`src/design/cpbf_pkg.sv`:
```
// shared widths, result status codes and the distance helper for the closest pair block
`timescale 1ns / 1ps
`default_nettype none
package cpbf_pkg;

    localparam int COORD_FIELD_W = 10;
    localparam int INDEX_FIELD_W = 4;
    localparam int DIST_FIELD_W  = 21;
    localparam int STATUS_W      = 2;

    localparam int IN_TDATA_W  = 24;
    localparam int OUT_TDATA_W = 72;

    typedef enum logic [STATUS_W-1:0] {
        STATUS_OK       = 2'd0,
        STATUS_TOO_FEW  = 2'd1,
        STATUS_OVERFLOW = 2'd2
    } status_t;

    // absolute difference of two coordinates
    function automatic logic [15:0] abs_diff(input logic [15:0] a, input logic [15:0] b);
        logic [15:0] d;
        begin
            d = (a > b) ? (a - b) : (b - a);
            return d;
        end
    endfunction

endpackage
`default_nettype wire

```
`src/design/cpbf_cell.sv`:
```
// one cell of the search chain: holds one point and scores passing probes against it
`timescale 1ns / 1ps
`default_nettype none
module cpbf_cell #(
    parameter int COORD_W  = 10,
    parameter int IDX_W    = 4,
    parameter int CELL_IDX = 0
) (
    input  wire logic                 aclk,
    input  wire logic                 aresetn,
    input  wire logic                 load_en,
    input  wire logic [COORD_W-1:0]   load_x,
    input  wire logic [COORD_W-1:0]   load_y,
    output logic [COORD_W-1:0]        point_x,
    output logic [COORD_W-1:0]        point_y,
    input  wire logic                 in_valid,
    input  wire logic [IDX_W-1:0]     in_idx,
    input  wire logic [COORD_W-1:0]   in_x,
    input  wire logic [COORD_W-1:0]   in_y,
    input  wire logic [2*COORD_W:0]   in_dist,
    input  wire logic [IDX_W-1:0]     in_bj,
    input  wire logic [COORD_W-1:0]   in_bx,
    input  wire logic [COORD_W-1:0]   in_by,
    output logic                      out_valid,
    output logic [IDX_W-1:0]          out_idx,
    output logic [COORD_W-1:0]        out_x,
    output logic [COORD_W-1:0]        out_y,
    output logic [2*COORD_W:0]        out_dist,
    output logic [IDX_W-1:0]          out_bj,
    output logic [COORD_W-1:0]        out_bx,
    output logic [COORD_W-1:0]        out_by
);
    import cpbf_pkg::*;

    localparam int DIST_W = 2 * COORD_W + 1;
    localparam logic [IDX_W-1:0] MY_IDX = IDX_W'(CELL_IDX);

    logic [COORD_W-1:0]   px_reg, py_reg;
    logic [COORD_W-1:0]   dx, dy;
    logic [2*COORD_W-1:0] sqx, sqy;
    logic [DIST_W-1:0]    d_next;

    logic                 s1_valid_reg;
    logic                 s1_elig_reg;
    logic [IDX_W-1:0]     s1_idx_reg;
    logic [COORD_W-1:0]   s1_x_reg, s1_y_reg;
    logic [DIST_W-1:0]    s1_dist_reg, s1_d_reg;
    logic [IDX_W-1:0]     s1_bj_reg;
    logic [COORD_W-1:0]   s1_bx_reg, s1_by_reg;

    logic                 s2_valid_reg;
    logic [IDX_W-1:0]     s2_idx_reg;
    logic [COORD_W-1:0]   s2_x_reg, s2_y_reg;
    logic [DIST_W-1:0]    s2_dist_reg;
    logic [IDX_W-1:0]     s2_bj_reg;
    logic [COORD_W-1:0]   s2_bx_reg, s2_by_reg;

    logic                 take;

    always_comb begin
        dx     = COORD_W'(abs_diff(16'(in_x), 16'(px_reg)));
        dy     = COORD_W'(abs_diff(16'(in_y), 16'(py_reg)));
        sqx    = dx * dx;
        sqy    = dy * dy;
        d_next = DIST_W'(sqx) + DIST_W'(sqy);
    end

    // strictly smaller keeps the earlier pair on a tie
    assign take = s1_elig_reg && (s1_d_reg < s1_dist_reg);

    always_ff @(posedge aclk) begin
        if (load_en) begin
            px_reg <= load_x;
            py_reg <= load_y;
        end
    end

    always_ff @(posedge aclk) begin
        if (!aresetn) begin
            s1_valid_reg <= 1'b0;
            s2_valid_reg <= 1'b0;
        end else begin
            s1_valid_reg <= in_valid;
            s2_valid_reg <= s1_valid_reg;
        end
    end

    always_ff @(posedge aclk) begin
        s1_elig_reg <= MY_IDX < in_idx;
        s1_idx_reg  <= in_idx;
        s1_x_reg    <= in_x;
        s1_y_reg    <= in_y;
        s1_dist_reg <= in_dist;
        s1_d_reg    <= d_next;
        s1_bj_reg   <= in_bj;
        s1_bx_reg   <= in_bx;
        s1_by_reg   <= in_by;

        s2_idx_reg  <= s1_idx_reg;
        s2_x_reg    <= s1_x_reg;
        s2_y_reg    <= s1_y_reg;
        if (take) begin
            s2_dist_reg <= s1_d_reg;
            s2_bj_reg   <= MY_IDX;
            s2_bx_reg   <= px_reg;
            s2_by_reg   <= py_reg;
        end else begin
            s2_dist_reg <= s1_dist_reg;
            s2_bj_reg   <= s1_bj_reg;
            s2_bx_reg   <= s1_bx_reg;
            s2_by_reg   <= s1_by_reg;
        end
    end

    assign point_x   = px_reg;
    assign point_y   = py_reg;
    assign out_valid = s2_valid_reg;
    assign out_idx   = s2_idx_reg;
    assign out_x     = s2_x_reg;
    assign out_y     = s2_y_reg;
    assign out_dist  = s2_dist_reg;
    assign out_bj    = s2_bj_reg;
    assign out_bx    = s2_bx_reg;
    assign out_by    = s2_by_reg;

endmodule
`default_nettype wire

```
`config.mk`:
```
export PLATFORM = sky130hd
export DESIGN_NAME = cpbf_cell
export DESIGN_NICKNAME = d
export VERILOG_FILES = /design/src/design/cpbf_pkg.sv /design/src/design/cpbf_cell.sv
export SDC_FILE = /design/constraint.sdc
export NUM_CORES = 1
export LEC_CHECK = 0
export ABC_AREA = 1
export BUFFER_PORTS_ARGS = -buffer_cell sky130_fd_sc_hd__buf_2
export CAP_MARGIN = 20
export CORE_UTILIZATION = 56
export DETAILED_ROUTE_END_ITERATION = 8
export GPL_ROUTABILITY_DRIVEN = 0
export PLACE_DENSITY_LB_ADDON = 0.2
export SLEW_MARGIN = 30
export SYNTH_ARGS = -nofsm -noshare
export SYNTH_HDL_FRONTEND = slang
export SYNTH_SLANG_ARGS = --single-unit
```
`constraint.sdc`:
```
create_clock -name aclk -period 8 [get_ports aclk]
set_clock_uncertainty 0.1 [all_clocks]
set_input_delay 0.8 -clock aclk [delete_from_list [all_inputs] [get_ports aclk]]
set_output_delay 0.8 -clock aclk [all_outputs]
set_load 0.02 [all_outputs]
```
# Yosys cells after proc, flatten, opt, wreduce, memory -nomap -nowiden
# Index checks and enable logic that the tools add are counted.
[word_totals]
word_cells = 37
inputBits = 93
reg_bits = 182
[op_classes]
n_addsub = 5
n_reduce_logical = 1
multipliers = 2
magnitude_cmp = 4
n_mux = 5
[ops]
columns = ["operator", "count"]
rows = [
  ["10-bit by 10-bit multiplier with 20-bit output", 2],
  ["10-bit 2-to-1 mux", 4],
  ["10-bit subtractor", 4],
  ["20-bit by 20-bit adder with 21-bit output", 1],
  ["21-bit < comparator", 1],
  ["21-bit 2-to-1 mux", 1],
  ["10-bit greater-than comparator", 2],
  ["1-bit by 4-bit < comparator with 1-bit output, first input constant", 1],
  ["1-bit logical AND", 1],
]

# Depth between registers and ports, before layout
# Gate-level depths: netlist (run 1).
[logic_depth]
word_depth = 4
depth_mapped = 40
depth_no_buf = 38

# Worst setup path before layout (run 1)
# Ideal clock, no wire load.
[synth_timing]
path_kind = "input to register"
from = "input port in_y[0]"
to = "register s1_d_reg[16]"
stages = 35
n_path_buf = 1
t_arrival_ns = 7.157
t_required_ns = 7.788
setup_time_ns = 0.112
slack_ns = 0.631
cell_sequence = "inv_1 -> ha_1 -> inv_1 -> fa_1 -> nand2_1 -> nand3_2 -> nand2_1 -> nand2_2 -> nand2_4 -> buf_12 -> nand2_1 -> nand2_2 -> inv_2 -> nor2_2 -> inv_1 -> fa_1 -> fa_1 -> inv_1 -> fa_1 -> fa_1 -> fa_1 -> fa_1 -> inv_1 -> fa_1 -> inv_1 -> ha_1 -> nand2_1 -> nand2_1 -> a31oi_1 -> nand2_1 -> a21o_1 -> nand2_1 -> nand2_1 -> nand2_1 -> nand2_1"
[synth_between]
elab_chain_cells = 4
[synth_lines]
columns = ["element", "line_no", "source"]
rows = [
  ["from (decl)", "cpbf_cell.sv:19", "input wire logic [COORD_W-1:0] in_y,"],
  ["10-bit subtractor or 10-bit greater-than comparator (tied branches)", "cpbf_pkg.sv:24", "d = (a > b) ? (a - b) : (b - a);"],
  ["10-bit 2-to-1 mux (*)", "cpbf_pkg.sv:24", ""],
  ["10-bit by 10-bit multiplier with 20-bit output (*)", "cpbf_cell.sv:64", "sqy = dy * dy;"],
  ["20-bit by 20-bit adder with 21-bit output (*)", "cpbf_cell.sv:65", "d_next = DIST_W'(sqx) + DIST_W'(sqy);"],
  ["net d_next[16]", "cpbf_cell.sv:41", "logic [DIST_W-1:0] d_next;"],
  ["to (signal assigned)", "cpbf_cell.sv:94", "s1_d_reg <= d_next;"],
  ["to (decl)", "cpbf_cell.sv:47", "logic [DIST_W-1:0] s1_dist_reg, s1_d_reg;"],
]
# The timed path passes the listed nets; every way through them passes the cells marked *.
# A chain may end at the register's enable or synchronous reset.

# Worst setup path after layout (run 1)
# Same ends and word-level chain as after synthesis.

==> flow_metrics.py, run 1 <==
metrics = {
    "clock_network": {
        "cts_num_sinks": 182,
        "cts_tree": "built",
        "clk_latency_ns": 0.43,
        "path_clk_slew_ns": 0.07,
        "post_cts_buffers": 0,
        "cts_buffer_depth": 2,
        "root_buffer": "clkbuf_16",
        "htree_levels": 4,
        "cts_made_buffers": 17,
        "post_cts_resized": 0,
        "hold_buffers": 0,
    },
    "synth": {
        "synth.distinct_cells": 47,
        "syn_area_um2": 13300,
        "syn_nets": 1894,
        "syn_inst": 1522,
        "synth.ff_latch_count": 182,
        "yosys_warnings": 0,
        "yosysSeqAreaShare_pct": 29.0,
        "avgSynthCellArea_um2": 8.72,
    },
    "critical_path": {
        "critPathKind": "in -> reg",
        "cp_max_fo": 13,
        "arrival_ns": 7.72,
        "cpMostUsedCell": "nand2_1",
        "slowest_stage": "fa_1",
        "crit_path_start_kind": "input pin",
        "critPathMaxStageDelay_ns": 0.55,
        "required_ns": 8.23,
        "endpoint_kind": "flip-flop",
    },
    "route": {
        "routed_wl_um": 27500,
        "first_pass_iters": 5,
        "antenna_left": 0,
        "dr_total_vias": 10004,
        "drc": 0,
        "drtIter0Drc": 495,
        "post_drt_wl_per_cell_um": 13.5,
        "via_per_inst": 4.91,
    },
    "place": {
        "dp_hpwl_um": 22600,
        "portBuffers": 182,
    },
    "global_routing": {
        "grt_overflow_total": 0,
        "antenna_found_initial": 0,
        "grt_max_degree": 50,
        "first_global_vias": 10009,
        "grt_pass1_wl_um": 46500,
        "track_usage_pct": 24.3,
    },
    "layout": {
        "n_antenna_cell": 0,
        "finalNetCount": 2083,
        "area_growth_pct": 13.7,
        "final_cell_mix": "336 x inv_1, 299 x nand2_1, 182 x buf_2, 162 x dfxtp_1, 144 x ha_1",
        "final_common_cell": "inv_1",
        "layout-drive-gt1-share_pct": 18.0,
        "fillCellCount": 1897,
    },
    "job": {
        "drv_cap": 0,
    },
    "timing": {
        "max_freq_mhz": 134,
        "tns_ns": 0,
        "rsz0062_at_grt": "no",
        "finalHoldViolations": 0,
        "finalSetupViolCount": 0,
        "post-route-period-util_pct": 93.6,
        "worst_slew_pin_slew_ns": 0.685,
        "relSlewSlack_pct": 54.3,
        "drv_slew": 0,
        "min_period_ns": 7.49,
    },
    "floorplan": {
        "die_x_um": 156,
        "fp.dieArea_um2": 24300,
        "row_count": 55,
        "ios": 183,
        "die-height_um": 156,
        "core_um2": 22900,
        "start_util_pct": 57.9,
    },
    "outcome": {
        "status": "completed",
    },
    "min_path": {
        "holdCritPathClass": "reg -> reg",
    },
}
-- stage by stage --
step	util [%]	cell area, µm²	cells	hold slack [ns]	setup WS (ns)
finish	65.8	15100	2037	0.227	0.511
global route	65.8	15100	2037	0.234	0.00518
CTS	65.8	15100	2037	0.230	0.521
detailed placement	63.3	14500	2005	0.212	0.0955
global placement	63.3	14500	2005	0.210	0.223
floorplan	-	13300	1522	0.210	0.631
-- final cells by class --
type	count	area, µm²	area share [%]
Clock buffer	18	439	2.91
Timing Repair Buffer	191	978	6.49
Multi-Input combinational cell	965	7950	52.7
Inverter	354	1340	8.86
Clock inverter	14	140	0.929
Sequential cell	182	3840	25.5
Tap cell	313	392	2.60
-- worst paths after layout --
| path | from | endpoint | slack, ns | cells after the start |
|---|---|---|---|---|
| worst max register to register | point_y[0]$_DFFE_PP_ | s1_d_reg[16]$_DFF_P_ | 0.52 | 34 |
| worst min register to register | s1_y_reg[7]$_DFF_P_ | out_y[7]$_DFF_P_ | 0.23 | 0 |
| worst max-delay path | in_y[0] | s1_d_reg[16]$_DFF_P_ | 0.51 | 36 |
| worst min-delay path | s1_y_reg[7]$_DFF_P_ | out_y[7]$_DFF_P_ | 0.23 | 0 |
-- synth_stat cells, drive strengths merged --
library cell | count | area, µm²
buf | 9 | 88.8
a21boi | 2 | 15.0
fa | 135 | 2700
o2111ai | 1 | 8.76
nand4 | 8 | 56.3
nor4 | 1 | 6.26
o21ai | 39 | 225
nor2 | 109 | 489
clkbuf | 12 | 46.3
nor3 | 6 | 35.0
xnor2 | 14 | 123
nand2 | 334 | 1430
ha | 144 | 1800
a21o | 3 | 22.5
edfxtp | 20 | 601
or2 | 1 | 6.26
xor2 | 26 | 228
o211ai | 1 | 7.51
o221ai | 1 | 8.76
or4 | 1 | 7.51
a21oi | 45 | 240
a31oi | 3 | 18.8
nand3b | 1 | 7.51
o21bai | 13 | 97.6
nand3 | 76 | 405
inv | 354 | 1340
a221oi | 1 | 8.76
dfxtp | 162 | 3240
-- layer usage --
metal | wire length (µm) | GRT usage (%)
met4 | 587 | 7.75
met1 | 11900 | 31.0
met3 | 1660 | 4.33
met5 | 0 | 0
met2 | 13300 | 41.7
-- critical path: cells and delay by family --
family,cells,cell delay [ns]
adders and majority gates,10,4.49
AOI/OAI and AO/OA,2,0.36
buffers and inverters,9,0.72
and+or+nand+nor,15,1.36
-- cells by family (layout without fill, tap and decap cells) --
| group | Yosys count | after routing | share of synthesized area (%) |
|---|---|---|---|
| AND/OR/NAND/NOR | 537 | 537 | 18.4 |
| buffers and inverters | 375 | 577 | 11.1 |
| AO/OA/AOI/OAI | 109 | 109 | 4.92 |
| XOR/XNOR | 40 | 40 | 2.64 |
| flip-flops | 182 | 182 | 29.0 |
| adder cells (fa/ha/maj) | 279 | 279 | 34.0 |
Power of run 1 is not shown: default switching activity piles up to over one toggle a cycle in this logic, so the estimate is an artifact.
==> run 2: changes to the inputs <==
==> constraint.sdc (replaced) <==
create_clock -name aclk -period 7 [get_ports aclk]
set_clock_uncertainty 0.1 [all_clocks]
set_input_delay 0.7 -clock aclk [delete_from_list [all_inputs] [get_ports aclk]]
set_output_delay 0.7 -clock aclk [all_outputs]
set_load 0.02 [all_outputs]
==> run 2 against run 1 <==
Utilization increased by 10 points. Die area unchanged. Setup slack lost 0.47 ns. Critical path type is now reg -> reg. Largest cell class unchanged.
==> flow_metrics.py, run 2 (synthesis results as in run 1) <==
metrics = {
    "outcome": {
        "status": "completed",
    },
    "layout": {
        "final_common_cell": "inv_1",
        "final_cell_mix": "318 x inv_1, 276 x nand2_1, 216 x buf_4, 182 x buf_2, 162 x dfxtp_1",
        "regArea_um2": 3840,
        "n_antenna_cell": 0,
        "layout-drive-gt1-share_pct": 33.8,
        "fillCellCount": 1561,
        "multi_input_area_um2": 8710,
        "finalNetCount": 2297,
        "finalNonFillerCells": 2251,
        "area_growth_pct": 31.8,
    },
    "floorplan": {
        "ios": 183,
        "core_um2": 22900,
        "row_count": 55,
        "fp.dieArea_um2": 24300,
        "die-height_um": 156,
        "die_x_um": 156,
        "start_util_pct": 57.9,
    },
    "timing": {
        "relSlewSlack_pct": 51.8,
        "rsz0062_at_grt": "yes",
        "min_period_ns": 6.96,
        "worst_slack_ns": 0.0431,
        "finalHoldViolations": 0,
        "finalSetupViolCount": 0,
        "worst_slew_pin_slew_ns": 0.721,
        "hold_slack_ns": 0.225,
        "drv_slew": 0,
        "post-route-period-util_pct": 99.4,
        "max_freq_mhz": 144,
    },
    "critical_path": {
        "worst_r2r_endpoint": "s1_d_reg[20]$_DFF_P_",
        "cp_max_fo": 6,
        "crit_path_start_kind": "flip-flop",
        "slowest_stage": "fa_1",
        "r2r_slack_ns": 0.04,
        "cpMostUsedCell": "fa_1",
        "required_ns": 7.26,
        "critPathKind": "reg -> reg",
        "critPathMaxStageDelay_ns": 0.60,
        "reg2reg_from": "point_y[0]$_DFFE_PP_",
        "endpoint_kind": "flip-flop",
        "arrival_ns": 7.22,
        "r2r_cells": 30,
    },
    "clock_network": {
        "cts_buffer_depth": 2,
        "path_clk_slew_ns": 0.07,
        "cts_made_buffers": 17,
        "hold_buffers": 0,
        "clk_latency_ns": 0.44,
        "cts_num_sinks": 182,
        "htree_levels": 4,
        "cts_tree": "built",
        "root_buffer": "clkbuf_16",
    },
    "place": {
        "dp_hpwl_um": 24900,
        "dp_cells": 2198,
        "portBuffers": 182,
        "dp_worst_setup_slack_ns": -0.421,
    },
    "route": {
        "post_drt_wl_per_cell_um": 14.6,
        "dr_total_vias": 11222,
        "routed_wl_um": 32900,
        "first_pass_iters": 5,
        "drtIter0Drc": 761,
        "drc": 0,
        "via_per_inst": 4.99,
        "antenna_left": 0,
    },
    "global_routing": {
        "first_global_vias": 11343,
        "track_usage_pct": 26.8,
        "grt_pass1_wl_um": 51300,
        "antenna_found_initial": 0,
        "grt_overflow_total": 0,
        "grt_max_degree": 64,
    },
    "min_path": {
        "hold_depth": 0,
        "holdCritPathClass": "reg -> reg",
        "hp-start": "s1_y_reg[2]$_DFF_P_",
        "hold_path_end": "out_y[2]$_DFF_P_",
    },
    "job": {
        "drv_cap": 0,
    },
}
-- run 2: cell types whose count changed in the layout (fill, tap and decap cells not counted), moves of 8 or more --
cell,change
a21oi_1,-17
a21oi_2,+17
buf_4,+207
ha_1,-33
ha_4,+30
inv_1,-18
inv_2,+14
nand2_1,-23
nand2_2,+21
nand3_1,-11
nand3_2,+10
nor2_1,-15
nor2_4,+8
-- run 2: final cells by class --
class / instances / share of cell area [%]
well taps: 313 / 2.24
repair buffers: 403 / 14.8
clock buffers: 18 / 2.51
clock inverters: 14 / 0.916
flip-flops and latches: 182 / 22.0
inverters: 354 / 7.70
multi-input cells: 967 / 49.8
-- run 2: metrics by stage --
| stage | utilization (%) | cell area, µm² | TNS [ns] |
|---|---|---|---|
| after CTS | 72.6 | 16600 | 0 |
| after floorplan | - | 13300 | 0 |
| after global routing | 76.3 | 17500 | -1.11 |
| after global placement | 69.8 | 16000 | -2.47 |
| final | 76.3 | 17500 | 0 |
| after detailed placement | 69.8 | 16000 | -3.99 |
-- run 2: worst max-delay path by stage --
| stage | end | depth (start not counted) | start |
|---|---|---|---|
| after CTS | s1_d_reg[16]$_DFF_P_ | 32 | point_x[0]$_DFFE_PP_ |
| after global routing | s1_d_reg[17]$_DFF_P_ | 28 | point_x[0]$_DFFE_PP_ |
| after global placement | s1_d_reg[15]$_DFF_P_ | 31 | in_y[0] |
| final | s1_d_reg[20]$_DFF_P_ | 30 | point_y[0]$_DFFE_PP_ |
| after detailed placement | s1_d_reg[20]$_DFF_P_ | 29 | in_x[0] |
| after floorplan | s1_d_reg[16]$_DFF_P_ | 35 | in_y[0] |
-- run 2: what timing repair did --
| item | CTS | global route |
|---|---|---|
| gates cloned | 0 | 2 |
| buffers inserted | 1 | 18 |
| resized for setup | 8 | 151 |
| endpoints found under the setup margin | 7 | 14 |
| pin swaps | 2 | 72 |
-- run 2: worst max-delay path: cells and delay by family, from the launching register on --
| family | cells | cell delay (ns) |
|---|---|---|
| xor+xnor | 1 | 0.13 |
| fa+ha+maj | 10 | 3.79 |
| buf+inv | 6 | 0.68 |
| flops | 1 | 0.39 |
| simple gates | 13 | 1.79 |
-- run 2: routing by layer --
layer	global-route usage, %	up-vias	routed length [µm]
met4	8.64	0	768
li1	-	5425	-
met2	47.8	359	16900
met5	0	-	0
met3	3.94	62	1580
met1	33.2	5376	13600
Power of run 2 is left out for the same reason.
==> run 3: changes to the inputs <==
--- a/config.mk
+++ b/config.mk
@@ -16,3 +16,4 @@
 export SYNTH_ARGS = -nofsm -noshare
 export SYNTH_HDL_FRONTEND = slang
 export SYNTH_SLANG_ARGS = --single-unit
+export TNS_END_PERCENT = 100
==> constraint.sdc (replaced) <==
create_clock -name aclk -period 7 [get_ports aclk]
set_clock_uncertainty 0.1 [all_clocks]
set_input_delay 0.35 -clock aclk [delete_from_list [all_inputs] [get_ports aclk]]
set_output_delay 0.35 -clock aclk [all_outputs]
set_load 0.02 [all_outputs]
==> run 3 against run 2 <==
The run now ends with negative setup slack left. Non-clock buffer count decreased by 9. Via count decreased by 1.4%. Critical path type unchanged. Count of clock-buffer cells in the layout unchanged. Setup slack got worse by 0.11 ns. Wire length decreased by 0.59%.
==> flow_metrics.py, run 3 (synthesis results as in run 1) <==
metrics = {
    "critical_path": {
        "critPathKind": "reg -> reg",
        "cp_max_fo": 6,
        "required_ns": 7.23,
        "critPathMaxStageDelay_ns": 0.56,
        "endpoint_kind": "flip-flop",
        "critPathTopFamily": "adder cells",
        "slowest_stage": "fa_1",
        "r2r_slack_ns": -0.06,
        "crit_path_start_kind": "flip-flop",
        "timing.critical_path.buf_inv": 7,
        "arrival_ns": 7.29,
        "cpMostUsedCell": "fa_1",
    },
    "layout": {
        "final_common_cell": "inv_1",
        "final_area_um2": 17400,
        "final_cell_mix": "323 x inv_1, 283 x nand2_1, 182 x buf_2, 162 x dfxtp_1, 129 x fa_1",
        "multi_input_area_um2": 8470,
        "area_growth_pct": 31.1,
        "layout-drive-gt1-share_pct": 26.7,
        "fillCellCount": 1565,
        "finalNetCount": 2286,
        "n_antenna_cell": 0,
        "regArea_um2": 3840,
    },
    "timing": {
        "relSlewSlack_pct": 52.7,
        "rsz0062_at_grt": "yes",
        "worst_slew_pin_slew_ns": 0.708,
        "drv_slew": 0,
        "hold_slack_ns": 0.0187,
        "worst_slack_ns": -0.0621,
        "min_period_ns": 7.06,
        "post-route-period-util_pct": 101,
        "max_freq_mhz": 142,
        "tns_ns": -0.134,
        "finalSetupViolCount": 5,
        "finalHoldViolations": 0,
    },
    "place": {
        "dp_worst_setup_slack_ns": -0.108,
        "dp_hpwl_um": 24200,
        "portBuffers": 182,
        "placed_cell_area_um2": 15300,
    },
    "route": {
        "dr_total_vias": 11069,
        "post_drt_wl_per_cell_um": 14.6,
        "routed_wl_um": 32700,
        "drtIter0Drc": 655,
        "via_per_inst": 4.94,
        "first_pass_iters": 5,
        "drc": 0,
        "antenna_left": 0,
    },
    "floorplan": {
        "ios": 183,
        "die-height_um": 156,
        "start_util_pct": 57.9,
        "core_um2": 22900,
        "fp.dieArea_um2": 24300,
        "row_count": 55,
        "die_x_um": 156,
    },
    "global_routing": {
        "grt_overflow_total": 0,
        "grt_use_met2_pct": 50.1,
        "top_usage_layer": "met2",
        "grt_use_met3_pct": 4.72,
        "grt_max_degree": 64,
        "grt_pass1_wl_um": 52100,
        "first_global_vias": 11338,
        "grtUsageMet1_pct": 32.3,
        "antenna_found_initial": 0,
        "track_usage_pct": 27.2,
    },
    "job": {
        "drv_cap": 0,
    },
    "clock_network": {
        "cts_num_sinks": 182,
        "cts_tree": "built",
        "cts_made_buffers": 17,
        "path_clk_slew_ns": 0.08,
        "cts_buffer_depth": 2,
        "htree_levels": 4,
        "clk_latency_ns": 0.45,
        "root_buffer": "clkbuf_16",
    },
    "min_path": {
        "holdCritPathClass": "in -> reg",
    },
    "outcome": {
        "violations": "negative setup slack",
        "status": "finished, violations left",
    },
}
==> run 3: changes by cell type in the layout (fill, tap and decap cells not counted), moves of 9 or more <==
cell           delta
ha_1              +9
dlygate4sd3_1    +89
nand2_2           -9
buf_4            -97
nand3_1           +9
ha_4              -9
==> run 3: what timing repair did <==
action,4_1_cts,5_1_grt
endpoints found under the setup margin,10,14
hold buffers,89,0
endpoints found under the hold margin,89,0
pin swaps,9,33
setup buffers,2,11
resized for setup,18,94
==> run 3: final timing paths <==
path                        startpoint                 endpoint  depth (start not counted)
setup / recovery  point_x[0]$_DFFE_PP_     s1_d_reg[14]$_DFF_P_                         30
setup reg to reg  point_x[0]$_DFFE_PP_     s1_d_reg[14]$_DFF_P_                         30
hold reg to reg    s1_x_reg[9]$_DFF_P_         out_x[9]$_DFF_P_                          0
hold / removal                 aresetn  s1_valid_reg$_SDFF_PN0_                          3
==> run 3: metal layers <==
| metal | routed length, µm | part of all wire (%) | vias up |
|---|---|---|---|
| met1 | 13300 | 41 | 5261 |
| met5 | 0 | 0 | - |
| met2 | 16900 | 52 | 367 |
| met3 | 1860 | 5.7 | 52 |
| li1 | - | - | 5389 |
| met4 | 606 | 1.9 | 0 |
==> run 3: per-stage QoR <==
stage,cells,utilization (%)
after floorplan,1522,-
after global placement,2106,66.8
after detailed placement,2106,66.8
after CTS,2229,73.7
after global routing,2240,75.9
final,2240,75.9
==> run 3: cell type report <==
cell class                 instances  area share, %
clock buffer                      18           2.47
clock inverter                    14          0.914
inverter                         354           7.70
multi-input combinational        965           48.7
sequential                       182           22.1
tap                              313           2.25
timing repair buffer             394           15.9
==> run 3: worst register-to-register path: cells and delay by family, from the launching register on <==
kind | cells | cell delay (ns)
fa+ha+maj | 10 | 4.41
simple gates | 8 | 0.68
flops | 1 | 0.45
buf+inv | 7 | 0.50
xor+xnor | 2 | 0.29
compound gates | 3 | 0.50
Power of run 3 is left out for the same reason.
